File: src/gauss_jordan_rref_macros.svh
// Assertion macros for the reduction engine.
`ifndef GAUSS_JORDAN_RREF_MACROS_SVH
`define GAUSS_JORDAN_RREF_MACROS_SVH

`ifndef SYNTHESIS

`define GJR_ASSERT_IMP(label, clk, rst_n, ante, cons, msg) \
    label: assert property (@(posedge clk) disable iff (!rst_n) (ante) |-> (cons)) \
        else $error(msg);

`define GJR_ASSERT_NXT(label, clk, rst_n, ante, cons, msg) \
    label: assert property (@(posedge clk) disable iff (!rst_n) (ante) |=> (cons)) \
        else $error(msg);

`else

`define GJR_ASSERT_IMP(label, clk, rst_n, ante, cons, msg)

`define GJR_ASSERT_NXT(label, clk, rst_n, ante, cons, msg)

`endif

`endif

File: src/gjr_pkg.sv
package gjr_pkg;

    localparam int MAX_ROWS = 8;
    localparam int MAX_COLS = 8;
    localparam int ROW_W    = $clog2(MAX_ROWS);
    localparam int COL_W    = $clog2(MAX_COLS);
    localparam int RCNT_W   = $clog2(MAX_ROWS + 1);
    localparam int CCNT_W   = $clog2(MAX_COLS + 1);
    localparam int ADDR_W   = ROW_W + COL_W;
    localparam int DEPTH    = MAX_ROWS * MAX_COLS;

    localparam int DATA_W   = 32;
    localparam int FRAC_W   = 16;
    localparam int TOL_W    = 16;
    localparam int SIZE_W   = 4;
    localparam int IDX_W    = 3;
    localparam int RANK_W   = 4;
    localparam int STEP_W   = 8;
    localparam int QUO_W    = DATA_W + FRAC_W;

    localparam logic KIND_LOAD  = 1'b0;
    localparam logic KIND_SOLVE = 1'b1;

    typedef enum logic [2:0] {
        WSRC_STORE,
        WSRC_RDA,
        WSRC_RDB,
        WSRC_QUO,
        WSRC_ELIM
    } wsrc_t;

    typedef enum logic [4:0] {
        ST_IDLE,
        ST_COPY_RD,
        ST_COPY_WR,
        ST_TOP,
        ST_COL_RD,
        ST_COL_CHK,
        ST_SCAN,
        ST_SCAN_RD,
        ST_SCAN_CHK,
        ST_SWAP_RD,
        ST_SWAP_W1,
        ST_SWAP_W2,
        ST_PIV_RD,
        ST_PIV_LD,
        ST_PIV_CHK,
        ST_DIV_RD,
        ST_DIV_GO,
        ST_DIV_WAIT,
        ST_ELIM_ROW,
        ST_ELIM_FRD,
        ST_ELIM_FLD,
        ST_ELIM_RD,
        ST_ELIM_MUL,
        ST_ELIM_Q,
        ST_ELIM_WR,
        ST_END,
        ST_EMIT_RD,
        ST_EMIT_OUT
    } state_t;

    typedef struct packed {
        logic              store_we;
        logic              store_re;
        logic              rd_en;
        logic              w_we;
        logic              piv_ld;
        logic              fac_ld;
        logic              div_go;
        logic              emit;
        logic              last;
        logic [ADDR_W-1:0] addr_a;
        logic [ADDR_W-1:0] addr_b;
        logic [ADDR_W-1:0] w_addr;
        wsrc_t             w_src;
        logic [IDX_W-1:0]  out_row;
        logic [IDX_W-1:0]  out_col;
        logic [RANK_W-1:0] rank;
        logic [STEP_W-1:0] steps;
    } cmd_t;

    typedef struct packed {
        logic a_near_zero;
        logic needs_div;
        logic div_done;
    } stat_t;

    function automatic logic [ADDR_W-1:0] mk_addr(input logic [RCNT_W-1:0] r,
                                                 input logic [CCNT_W-1:0] c);
        return {r[ROW_W-1:0], c[COL_W-1:0]};
    endfunction

    function automatic logic [DATA_W-1:0] mag32(input logic signed [DATA_W-1:0] v);
        return v[DATA_W-1] ? DATA_W'(-v) : DATA_W'(v);
    endfunction

    function automatic logic is_near_zero(input logic signed [DATA_W-1:0] v,
                                          input logic [TOL_W-1:0] tol);
        return mag32(v) <= {{(DATA_W-TOL_W){1'b0}}, tol};
    endfunction

    function automatic logic signed [DATA_W-1:0] sat48(input logic signed [QUO_W-1:0] v);
        logic signed [QUO_W-1:0] hi;
        logic signed [QUO_W-1:0] lo;
        hi = QUO_W'(64'sh7FFF_FFFF);
        lo = -hi - QUO_W'(1);
        if (v > hi) begin
            return {1'b0, {(DATA_W-1){1'b1}}};
        end
        if (v < lo) begin
            return {1'b1, {(DATA_W-1){1'b0}}};
        end
        return v[DATA_W-1:0];
    endfunction

    function automatic logic signed [DATA_W-1:0] sat33(input logic signed [DATA_W:0] v);
        if (v[DATA_W] != v[DATA_W-1]) begin
            return v[DATA_W] ? {1'b1, {(DATA_W-1){1'b0}}} : {1'b0, {(DATA_W-1){1'b1}}};
        end
        return v[DATA_W-1:0];
    endfunction

    function automatic logic signed [DATA_W-1:0] q_scale(input logic signed [2*DATA_W-1:0] p);
        logic signed [2*DATA_W-1:0] adj;
        logic signed [2*DATA_W-1:0] shr;
        adj = p[2*DATA_W-1] ? p + (2*DATA_W)'((1 << FRAC_W) - 1) : p;
        shr = adj >>> FRAC_W;
        return sat48(shr[QUO_W-1:0]);
    endfunction

    function automatic logic [STEP_W-1:0] step_inc(input logic [STEP_W-1:0] s);
        return (s == {STEP_W{1'b1}}) ? s : s + STEP_W'(1);
    endfunction

endpackage

File: src/gjr_ctrl.sv
module gjr_ctrl (
    input  logic                          clk,
    input  logic                          rst_n,
    input  logic                          start,
    input  logic                          kind,
    input  logic [gjr_pkg::SIZE_W-1:0]    rows_used,
    input  logic [gjr_pkg::SIZE_W-1:0]    cols_used,
    input  gjr_pkg::stat_t                stat,
    output gjr_pkg::cmd_t                 cmd,
    output logic                          busy
);
    import gjr_pkg::*;

    state_t             state_reg, state_next;
    logic [RCNT_W-1:0]  rows_reg, rows_next;
    logic [CCNT_W-1:0]  cols_reg, cols_next;
    logic [RCNT_W-1:0]  row_reg, row_next;
    logic [CCNT_W-1:0]  col_reg, col_next;
    logic [RCNT_W-1:0]  s_reg, s_next;
    logic [RCNT_W-1:0]  r_reg, r_next;
    logic [CCNT_W-1:0]  c_reg, c_next;
    logic [RCNT_W-1:0]  piv_reg, piv_next;
    logic [STEP_W-1:0]  steps_reg, steps_next;

    logic [RCNT_W-1:0]  rows_clamp;
    logic [CCNT_W-1:0]  cols_clamp;
    logic               solve_go;
    logic               c_last;
    logic               r_last;
    logic [CCNT_W-1:0]  col_inc;
    logic               more;

    assign rows_clamp = ({1'b0, rows_used} > (SIZE_W+1)'(MAX_ROWS)) ? RCNT_W'(MAX_ROWS)
                                                                     : RCNT_W'(rows_used);
    assign cols_clamp = ({1'b0, cols_used} > (SIZE_W+1)'(MAX_COLS)) ? CCNT_W'(MAX_COLS)
                                                                     : CCNT_W'(cols_used);
    assign solve_go = start && (kind == KIND_SOLVE);
    assign c_last   = (c_reg == cols_reg - CCNT_W'(1));
    assign r_last   = (r_reg == rows_reg - RCNT_W'(1));
    assign col_inc  = col_reg + CCNT_W'(1);
    assign more     = (row_reg < rows_reg) && (col_reg < cols_reg);

    always_comb
    begin
        state_next = state_reg;
        unique case (state_reg)
            ST_IDLE:
                if (solve_go && rows_clamp != '0 && cols_clamp != '0)
                begin
                    state_next = ST_COPY_RD;
                end
            ST_COPY_RD:  state_next = ST_COPY_WR;
            ST_COPY_WR:  state_next = (c_last && r_last) ? ST_TOP : ST_COPY_RD;
            ST_TOP:      state_next = more ? ST_COL_RD : ST_END;
            ST_COL_RD:   state_next = ST_COL_CHK;
            ST_COL_CHK:  state_next = stat.a_near_zero ? ST_SCAN : ST_PIV_RD;
            ST_SCAN:
                priority if (s_reg < rows_reg)
                begin
                    state_next = ST_SCAN_RD;
                end
                else if (col_inc < cols_reg)
                begin
                    state_next = ST_COL_RD;
                end
                else
                begin
                    state_next = ST_END;
                end
            ST_SCAN_RD:  state_next = ST_SCAN_CHK;
            ST_SCAN_CHK: state_next = stat.a_near_zero ? ST_SCAN : ST_SWAP_RD;
            ST_SWAP_RD:  state_next = ST_SWAP_W1;
            ST_SWAP_W1:  state_next = ST_SWAP_W2;
            ST_SWAP_W2:  state_next = c_last ? ST_PIV_RD : ST_SWAP_RD;
            ST_PIV_RD:   state_next = ST_PIV_LD;
            ST_PIV_LD:   state_next = ST_PIV_CHK;
            ST_PIV_CHK:  state_next = stat.needs_div ? ST_DIV_RD : ST_ELIM_ROW;
            ST_DIV_RD:   state_next = ST_DIV_GO;
            ST_DIV_GO:   state_next = ST_DIV_WAIT;
            ST_DIV_WAIT:
                if (stat.div_done)
                begin
                    state_next = c_last ? ST_ELIM_ROW : ST_DIV_RD;
                end
            ST_ELIM_ROW:
                priority if (r_reg >= rows_reg)
                begin
                    state_next = ST_TOP;
                end
                else if (r_reg == row_reg)
                begin
                    state_next = ST_ELIM_ROW;
                end
                else
                begin
                    state_next = ST_ELIM_FRD;
                end
            ST_ELIM_FRD: state_next = ST_ELIM_FLD;
            ST_ELIM_FLD: state_next = stat.a_near_zero ? ST_ELIM_ROW : ST_ELIM_RD;
            ST_ELIM_RD:  state_next = ST_ELIM_MUL;
            ST_ELIM_MUL: state_next = ST_ELIM_Q;
            ST_ELIM_Q:   state_next = ST_ELIM_WR;
            ST_ELIM_WR:  state_next = c_last ? ST_ELIM_ROW : ST_ELIM_RD;
            ST_END:      state_next = ST_EMIT_RD;
            ST_EMIT_RD:  state_next = ST_EMIT_OUT;
            ST_EMIT_OUT: state_next = (c_last && r_last) ? ST_IDLE : ST_EMIT_RD;
            default:     state_next = ST_IDLE;
        endcase
    end

    always_comb
    begin
        rows_next  = rows_reg;
        cols_next  = cols_reg;
        row_next   = row_reg;
        col_next   = col_reg;
        s_next     = s_reg;
        r_next     = r_reg;
        c_next     = c_reg;
        piv_next   = piv_reg;
        steps_next = steps_reg;
        unique case (state_reg)
            ST_IDLE:
                if (solve_go)
                begin
                    rows_next  = rows_clamp;
                    cols_next  = cols_clamp;
                    r_next     = '0;
                    c_next     = '0;
                    piv_next   = '0;
                    steps_next = '0;
                end
            ST_COPY_WR:
                if (c_last)
                begin
                    c_next = '0;
                    if (r_last)
                    begin
                        steps_next = STEP_W'(1);
                        row_next   = '0;
                        col_next   = '0;
                    end
                    else
                    begin
                        r_next = r_reg + RCNT_W'(1);
                    end
                end
                else
                begin
                    c_next = c_reg + CCNT_W'(1);
                end
            ST_TOP:
                if (more)
                begin
                    steps_next = step_inc(steps_reg);
                end
            ST_COL_CHK:
                if (stat.a_near_zero)
                begin
                    s_next = row_reg + RCNT_W'(1);
                end
            ST_SCAN:
                if (s_reg >= rows_reg)
                begin
                    col_next = col_inc;
                    if (col_inc < cols_reg)
                    begin
                        steps_next = step_inc(steps_reg);
                    end
                end
            ST_SCAN_CHK:
                if (stat.a_near_zero)
                begin
                    s_next = s_reg + RCNT_W'(1);
                end
                else
                begin
                    c_next = '0;
                end
            ST_SWAP_W2:
                if (c_last)
                begin
                    steps_next = step_inc(steps_reg);
                end
                else
                begin
                    c_next = c_reg + CCNT_W'(1);
                end
            ST_PIV_CHK:
                if (stat.needs_div)
                begin
                    c_next = '0;
                end
                else
                begin
                    piv_next = piv_reg + RCNT_W'(1);
                    r_next   = '0;
                end
            ST_DIV_WAIT:
                if (stat.div_done)
                begin
                    if (c_last)
                    begin
                        steps_next = step_inc(steps_reg);
                        piv_next   = piv_reg + RCNT_W'(1);
                        r_next     = '0;
                    end
                    else
                    begin
                        c_next = c_reg + CCNT_W'(1);
                    end
                end
            ST_ELIM_ROW:
                priority if (r_reg >= rows_reg)
                begin
                    row_next = row_reg + RCNT_W'(1);
                    col_next = col_inc;
                end
                else if (r_reg == row_reg)
                begin
                    r_next = r_reg + RCNT_W'(1);
                end
            ST_ELIM_FLD:
                if (stat.a_near_zero)
                begin
                    r_next = r_reg + RCNT_W'(1);
                end
                else
                begin
                    c_next = '0;
                end
            ST_ELIM_WR:
                if (c_last)
                begin
                    steps_next = step_inc(steps_reg);
                    r_next     = r_reg + RCNT_W'(1);
                end
                else
                begin
                    c_next = c_reg + CCNT_W'(1);
                end
            ST_END:
            begin
                steps_next = step_inc(steps_reg);
                r_next     = '0;
                c_next     = '0;
            end
            ST_EMIT_OUT:
                if (c_last)
                begin
                    c_next = '0;
                    r_next = r_reg + RCNT_W'(1);
                end
                else
                begin
                    c_next = c_reg + CCNT_W'(1);
                end
            default:
            begin
            end
        endcase
    end

    always_comb
    begin
        cmd          = '0;
        cmd.addr_a   = mk_addr(r_reg, c_reg);
        cmd.addr_b   = mk_addr(row_reg, c_reg);
        cmd.w_addr   = mk_addr(r_reg, c_reg);
        cmd.w_src    = WSRC_RDA;
        cmd.out_row  = r_reg[IDX_W-1:0];
        cmd.out_col  = c_reg[IDX_W-1:0];
        cmd.last     = c_last && r_last;
        cmd.rank     = RANK_W'(piv_reg);
        cmd.steps    = steps_reg;
        unique case (state_reg)
            ST_IDLE:     cmd.store_we = start && (kind == KIND_LOAD);
            ST_COPY_RD:  cmd.store_re = 1'b1;
            ST_COPY_WR:
            begin
                cmd.w_we  = 1'b1;
                cmd.w_src = WSRC_STORE;
            end
            ST_COL_RD,
            ST_PIV_RD:
            begin
                cmd.rd_en  = 1'b1;
                cmd.addr_a = mk_addr(row_reg, col_reg);
            end
            ST_SCAN_RD:
            begin
                cmd.rd_en  = 1'b1;
                cmd.addr_a = mk_addr(s_reg, col_reg);
            end
            ST_SWAP_RD:
            begin
                cmd.rd_en  = 1'b1;
                cmd.addr_a = mk_addr(row_reg, c_reg);
                cmd.addr_b = mk_addr(s_reg, c_reg);
            end
            ST_SWAP_W1:
            begin
                cmd.w_we   = 1'b1;
                cmd.w_addr = mk_addr(row_reg, c_reg);
                cmd.w_src  = WSRC_RDB;
            end
            ST_SWAP_W2:
            begin
                cmd.w_we   = 1'b1;
                cmd.w_addr = mk_addr(s_reg, c_reg);
                cmd.w_src  = WSRC_RDA;
            end
            ST_PIV_LD:   cmd.piv_ld = 1'b1;
            ST_DIV_RD:
            begin
                cmd.rd_en  = 1'b1;
                cmd.addr_a = mk_addr(row_reg, c_reg);
            end
            ST_DIV_GO:   cmd.div_go = 1'b1;
            ST_DIV_WAIT:
            begin
                cmd.w_we   = stat.div_done;
                cmd.w_addr = mk_addr(row_reg, c_reg);
                cmd.w_src  = WSRC_QUO;
            end
            ST_ELIM_FRD:
            begin
                cmd.rd_en  = 1'b1;
                cmd.addr_a = mk_addr(r_reg, col_reg);
            end
            ST_ELIM_FLD: cmd.fac_ld = 1'b1;
            ST_ELIM_RD:  cmd.rd_en = 1'b1;
            ST_ELIM_WR:
            begin
                cmd.w_we  = 1'b1;
                cmd.w_src = WSRC_ELIM;
            end
            ST_EMIT_RD:  cmd.rd_en = 1'b1;
            ST_EMIT_OUT: cmd.emit = 1'b1;
            default:
            begin
            end
        endcase
    end

    always_ff @(posedge clk or negedge rst_n)
    begin
        if (!rst_n)
        begin
            state_reg <= ST_IDLE;
            rows_reg  <= '0;
            cols_reg  <= '0;
            row_reg   <= '0;
            col_reg   <= '0;
            s_reg     <= '0;
            r_reg     <= '0;
            c_reg     <= '0;
            piv_reg   <= '0;
            steps_reg <= '0;
        end
        else
        begin
            state_reg <= state_next;
            rows_reg  <= rows_next;
            cols_reg  <= cols_next;
            row_reg   <= row_next;
            col_reg   <= col_next;
            s_reg     <= s_next;
            r_reg     <= r_next;
            c_reg     <= c_next;
            piv_reg   <= piv_next;
            steps_reg <= steps_next;
        end
    end

    assign busy = (state_reg != ST_IDLE);

endmodule

File: config.mk
export PLATFORM = sky130hd
export DESIGN_NAME = gjr_ctrl
export DESIGN_NICKNAME = d
export VERILOG_FILES = /design/src/gauss_jordan_rref_macros.svh /design/src/gjr_pkg.sv /design/src/gjr_ctrl.sv
export SDC_FILE = /design/constraint.sdc
export NUM_CORES = 1
export LEC_CHECK = 0
export ABC_AREA = 1
export BUFFER_PORTS_ARGS = -buffer_cell sky130_fd_sc_hd__buf_2
export CORE_MARGIN = 1
export CORE_UTILIZATION = 40
export CTS_BUF_LIST = sky130_fd_sc_hd__clkbuf_8
export CTS_CLUSTER_DIAMETER = 200
export DETAILED_ROUTE_END_ITERATION = 12
export GPL_ROUTABILITY_DRIVEN = 0
export PLACE_DENSITY = 0.6
export SLEW_MARGIN = 20
export SYNTH_ARGS = -nofsm -noshare
export SYNTH_HDL_FRONTEND = slang
export SYNTH_SLANG_ARGS = --single-unit
File: constraint.sdc
create_clock -name clk -period 2.6 [get_ports clk]
set_input_delay 0.13 -clock clk [delete_from_list [all_inputs] [get_ports clk]]
set_output_delay 0.13 -clock clk [all_outputs]
set_load 0.005 [all_outputs]
# --- Yosys cells after proc, flatten, opt, wreduce, memory -nomap -nowiden ---
# Index checks and enable logic that the tools add are counted.
word_totals:
  reg_bits: 45
  inputBits: 15
  output_inout_bits: 49
  word_cells: 186
classes:
  addsub: 9
  order_cmp: 8
  eq_ne: 51
  mux: 72
  bitwise: 1
  reduce_logical: 35
op_table:
  columns: ["op", "count"]
  rows:
  - ["5-bit case mux with 28 select lines", 1]
  - ["4-bit two-way mux", 29]
  - ["8-bit two-way mux", 9]
  - ["5-bit == test, second input constant", 12]
  - ["8-bit case mux with 7 select lines", 1]
  - ["5-bit two-way mux", 9]
  - ["5-bit by 4-bit == test with 1-bit output, second input constant", 8]
  - ["2-bit != test, second input constant", 19]
  - ["4-bit case mux with 8 select lines", 1]
  - ["4-bit case mux with 7 select lines", 1]
  - ["4-bit by 1-bit adder with 4-bit output, second input constant", 6]
  - ["4-bit case mux with 3 select lines", 2]
  - ["6-bit case mux with 4 select lines", 1]
  - ["5-bit by 3-bit == test with 1-bit output, second input constant", 4]
  - ["4-bit less-than comparator", 4]
  - ["4-bit case mux with 2 select lines", 2]
  - ["5-bit AND reduction", 3]
  - ["7-bit nonzero test", 2]
  - ["2-bit OR reduction", 7]
  - ["4-bit == test", 3]
  - ["3-bit case mux with 4 select lines", 1]
  - ["6-bit case mux with 2 select lines", 1]
  - ["11-bit AND reduction", 1]
  - ["5-bit by 2-bit == test with 1-bit output, second input constant", 2]
  - ["other kinds (26)", 47]

# --- Longest topological paths before layout ---
depth:
  depth_word: 7
  mapped_depth: 15
  ltp_nobuf: 15

# --- Worst setup path before layout ---
# Ideal clock, no wire load.
synth_path:
  path_type: "reg2reg"
  start: "reg r_reg[0]"
  end: "reg steps_reg[2]"
  setup_ps: 117
  t_arrival_ps: 1832
  required_time_ps: 2483
  path_slack_ps: 651
  stages_incl_launch_ff: 14
  path_buffers: 1
  period_less_slack_ps: 1949
  path_cell_list: "dfrtp_1 clkbuf_1 inv_1 ha_1 inv_1 nand2_1 nor2_1 nand3_1 o21ai_1 nand2_2 nor2_8 nand3_4 nand2_1 nand2_1"
synth_between:
  elab_chain_len: 3
synth_lines:
  columns: ["element", "line", "text"]
  rows:
  - ["start, declared", "gjr_ctrl.sv:20", "logic [RCNT_W-1:0] r_reg, r_next;"]
  - ["start signal, assigned", "gjr_ctrl.sv:369", "r_reg <= r_next;"]
  - ["4-bit == test", "gjr_ctrl.sv:39", "assign r_last = (r_reg == rows_reg - RCNT_W'(1));"]
  - ["2-bit != test (no source line)", null, null]
  - ["8-bit AND reduction (no source line)", null, null]
  - ["end signal, assigned", "gjr_ctrl.sv:372", "steps_reg <= steps_next;"]
  - ["end, declared", "gjr_ctrl.sv:23", "logic [STEP_W-1:0] steps_reg, steps_next;"]
# No other way between the ends.
# A chain may end at the register's enable or synchronous reset.

==> impl_metrics.ini <==
[run_status]
status = finished, final reports clean

[place]
place_area_um2 = 4550
post-place-ws_ns = 0.324
hpwlAfterDp_um = 9470
portBuffers = 63
dp_cells = 823

[setup_path]
path_buf_inv = 4
endpoint_kind = primary output
worstSetupStartpointType = register
worstPathRequired_ns = 2.47
cp.arrival_ns = 2.21
timing.rr.start = col_reg[0]
path_cells = inv_2 > ha_1 > inv_1 > nand2_1 > nand2_1 > nor2_1 > nand3_1 > nor2_1 > nand2_1 > inv_1 > buf_2
crit_path_top_delay_cell = dfrtp_1
max_stage_delay_ns = 0.45
cp_max_fo = 7
critical_path.startpoint = cols_reg[0]
critPathKind = register to primary output
critPathTopFamily = simple AND/OR/NAND/NOR gates
crit_top_cell = nand2_1

[synth]
syn_area_per_cell_um2 = 6.48
yosysSeqAreaShare_pct = 27.1
synthCells = 640
syn_nets = 681
synth_seq_cells = 45
ys_top_cells_by_area = dfrtp_1 27%, nand2_1 19%, ha_1 7.8%
ys_warn_count = 0
synth_cell_type_count = 35
yosys.area.top_type_share_pct = 27.1
syn-cell-area_um2 = 4150
synth_top_area_cell = dfrtp_1

[routing]
dr_wl_met2_um = 5200
first_pass_iters = 7
wl_met1_um = 5690
dr.max_layer_used = met4
drc = 0
wl_met3_um = 865
via_per_inst = 5.15
final_antenna_net_count = 0
drtIter0Drc = 236
routedWlPerCell_um = 14.4
drt_wl_total_um = 12000
vias = 4289

[cells_and_area]
area_growth_pct = 13.1
mostFrequentLayoutCells = 208 x nand2_1, 76 x inv_1, 63 x buf_2
antenna_cells = 0
final_area_um2 = 4690
n_fill_cell = 1071
fin_nets = 740
instances_no_fill = 833
drive_gt1_share_pct = 17.4
finish.utilization_pct = 47.3
largest_reg_flops = 8
layout_commonest_cell = nand2_1

[power]
ir_drop_uv = 456
power_density_nw_per_um2 = 887
power_mw = 4.16
power.leakage_nw = 2.76

[clocking]
clockBufferDepth = 2
cts_buffers = 5
htreeDepth = 2
cts_sinks = 45
clock-root-buffer = clkbuf_8
cts_tree = built
insertion_delay_ns = 0.33
clk_pin_slew_ns = 0.10

[sta]
finClkSkew_ns = 0.0108
fin_crit_sh_pct = 90.1
setup-tns-final_ns = 0
setup_violations = 0
tightestPinTransition_ns = 0.623
holdWs_ns = 0.0240
fmax_mhz = 427
rsz0062_at_grt = false
hold_violations = 0
maxSlewHeadroom_pct = 57.9
postLayoutSetupSlackWorst_ns = 0.258
slew_violations = 0
period_needed_ns = 2.34

[floorplanning]
core_um2 = 9910
rows = 36
die_area_um2 = 10800
ios = 64
die_w_um = 104
die_y_um = 104
start_util_pct = 41.9

[global_route]
grt_pass1_wl_um = 20000
antenna_found_initial = 0
grt_usage_pct = 23.3
grt_pass1_vias = 4015
grt_start_max_net_pins = 46
grt.overflow.total = 0

[hold_path]
min_from = cols_used[2]
hold_class = input port to register

[job]
maxCapViolCount = 0
-- Yosys cell counts --
master,n
nor3_2,1
a21oi_1,17
a21o_1,2
a31oi_1,2
buf_4,12
nor2_8,2
nand3b_1,1
clkbuf_1,4
o22ai_1,3
o221ai_1,3
nand2_2,8
nand3_4,1
nor2_4,4
a22oi_1,3
and3_1,3
o211ai_1,1
nor4_1,2
o41ai_1,1
nor2_2,10
ha_1,26
dfrtp_1,45
xnor2_1,11
nand2_4,3
nand2_1,208
nand3_1,40
o21bai_1,1
nor3_1,6
inv_1,76
xor2_1,10
inv_2,15
buf_2,2
nor2_1,54
nand4_1,21
o21ai_0,30
o21ai_1,12
-- timing repair --
item                       4_1_cts  5_1_grt
buffers inserted                 0        1
hold buffers                     1        0
gates resized for setup          1        0
setup endpoints to repair        3        3
hold endpoints to repair        45        0
-- kinds of logic after synthesis --
logic type / count (synthesis) / share of synthesized area [%]
adders and majority gates: 26 / 7.84
DFF: 45 / 27.1
AOI/OAI and AO/OA: 75 / 9.98
xor gates and xnor gates: 21 / 4.43
and+or+nand+nor: 364 / 39.6
buffers and inverters: 109 / 11.0
-- worst paths after layout --
path	slack [ns]	endpoint	depth (start not counted)
setup reg to reg	0.34	steps_reg[2]	10
setup / recovery	0.26	cmd[39]	11
max in group asynchronous	1.70	state_reg[4]	3
min in group asynchronous	0.43	rows_reg[1]	3
hold reg to reg	0.56	piv_reg[1]	2
hold / removal	0.02	cols_reg[2]	3
-- worst min-delay path: stages --
cell     delay, ns
buf_2         0.09
nand2_1       0.04
o21ai_0       0.06
-- area by class of cell --
cell class	instances	area, µm²	share of cell area (%)
tap	133	166	3.55
clock inverter	2	37.5	0.800
sequential	45	1130	24.0
inverter	91	342	7.28
timing repair buffer	70	370	7.89
clock buffer	6	82.6	1.76
multi-input combinational	486	2570	54.7
-- report_power, final --
part	internal, mW	switching [mW]	total (mW)	leakage (nW)
clock network	0.313	0.279	0.592	0.0574
logic	0.813	1.71	2.53	2.10
registers	0.840	0.200	1.04	0.604
total	1.97	2.19	4.16	2.76
-- layer usage --
layer / track usage (%) / vias up
met2: 35.8 / 156
met5: 0 / -
met1: 32.7 / 1937
met4: 8.88 / 0
met3: 3.78 / 22
li1: - / 2174
Power figures use the tool's default switching activity.
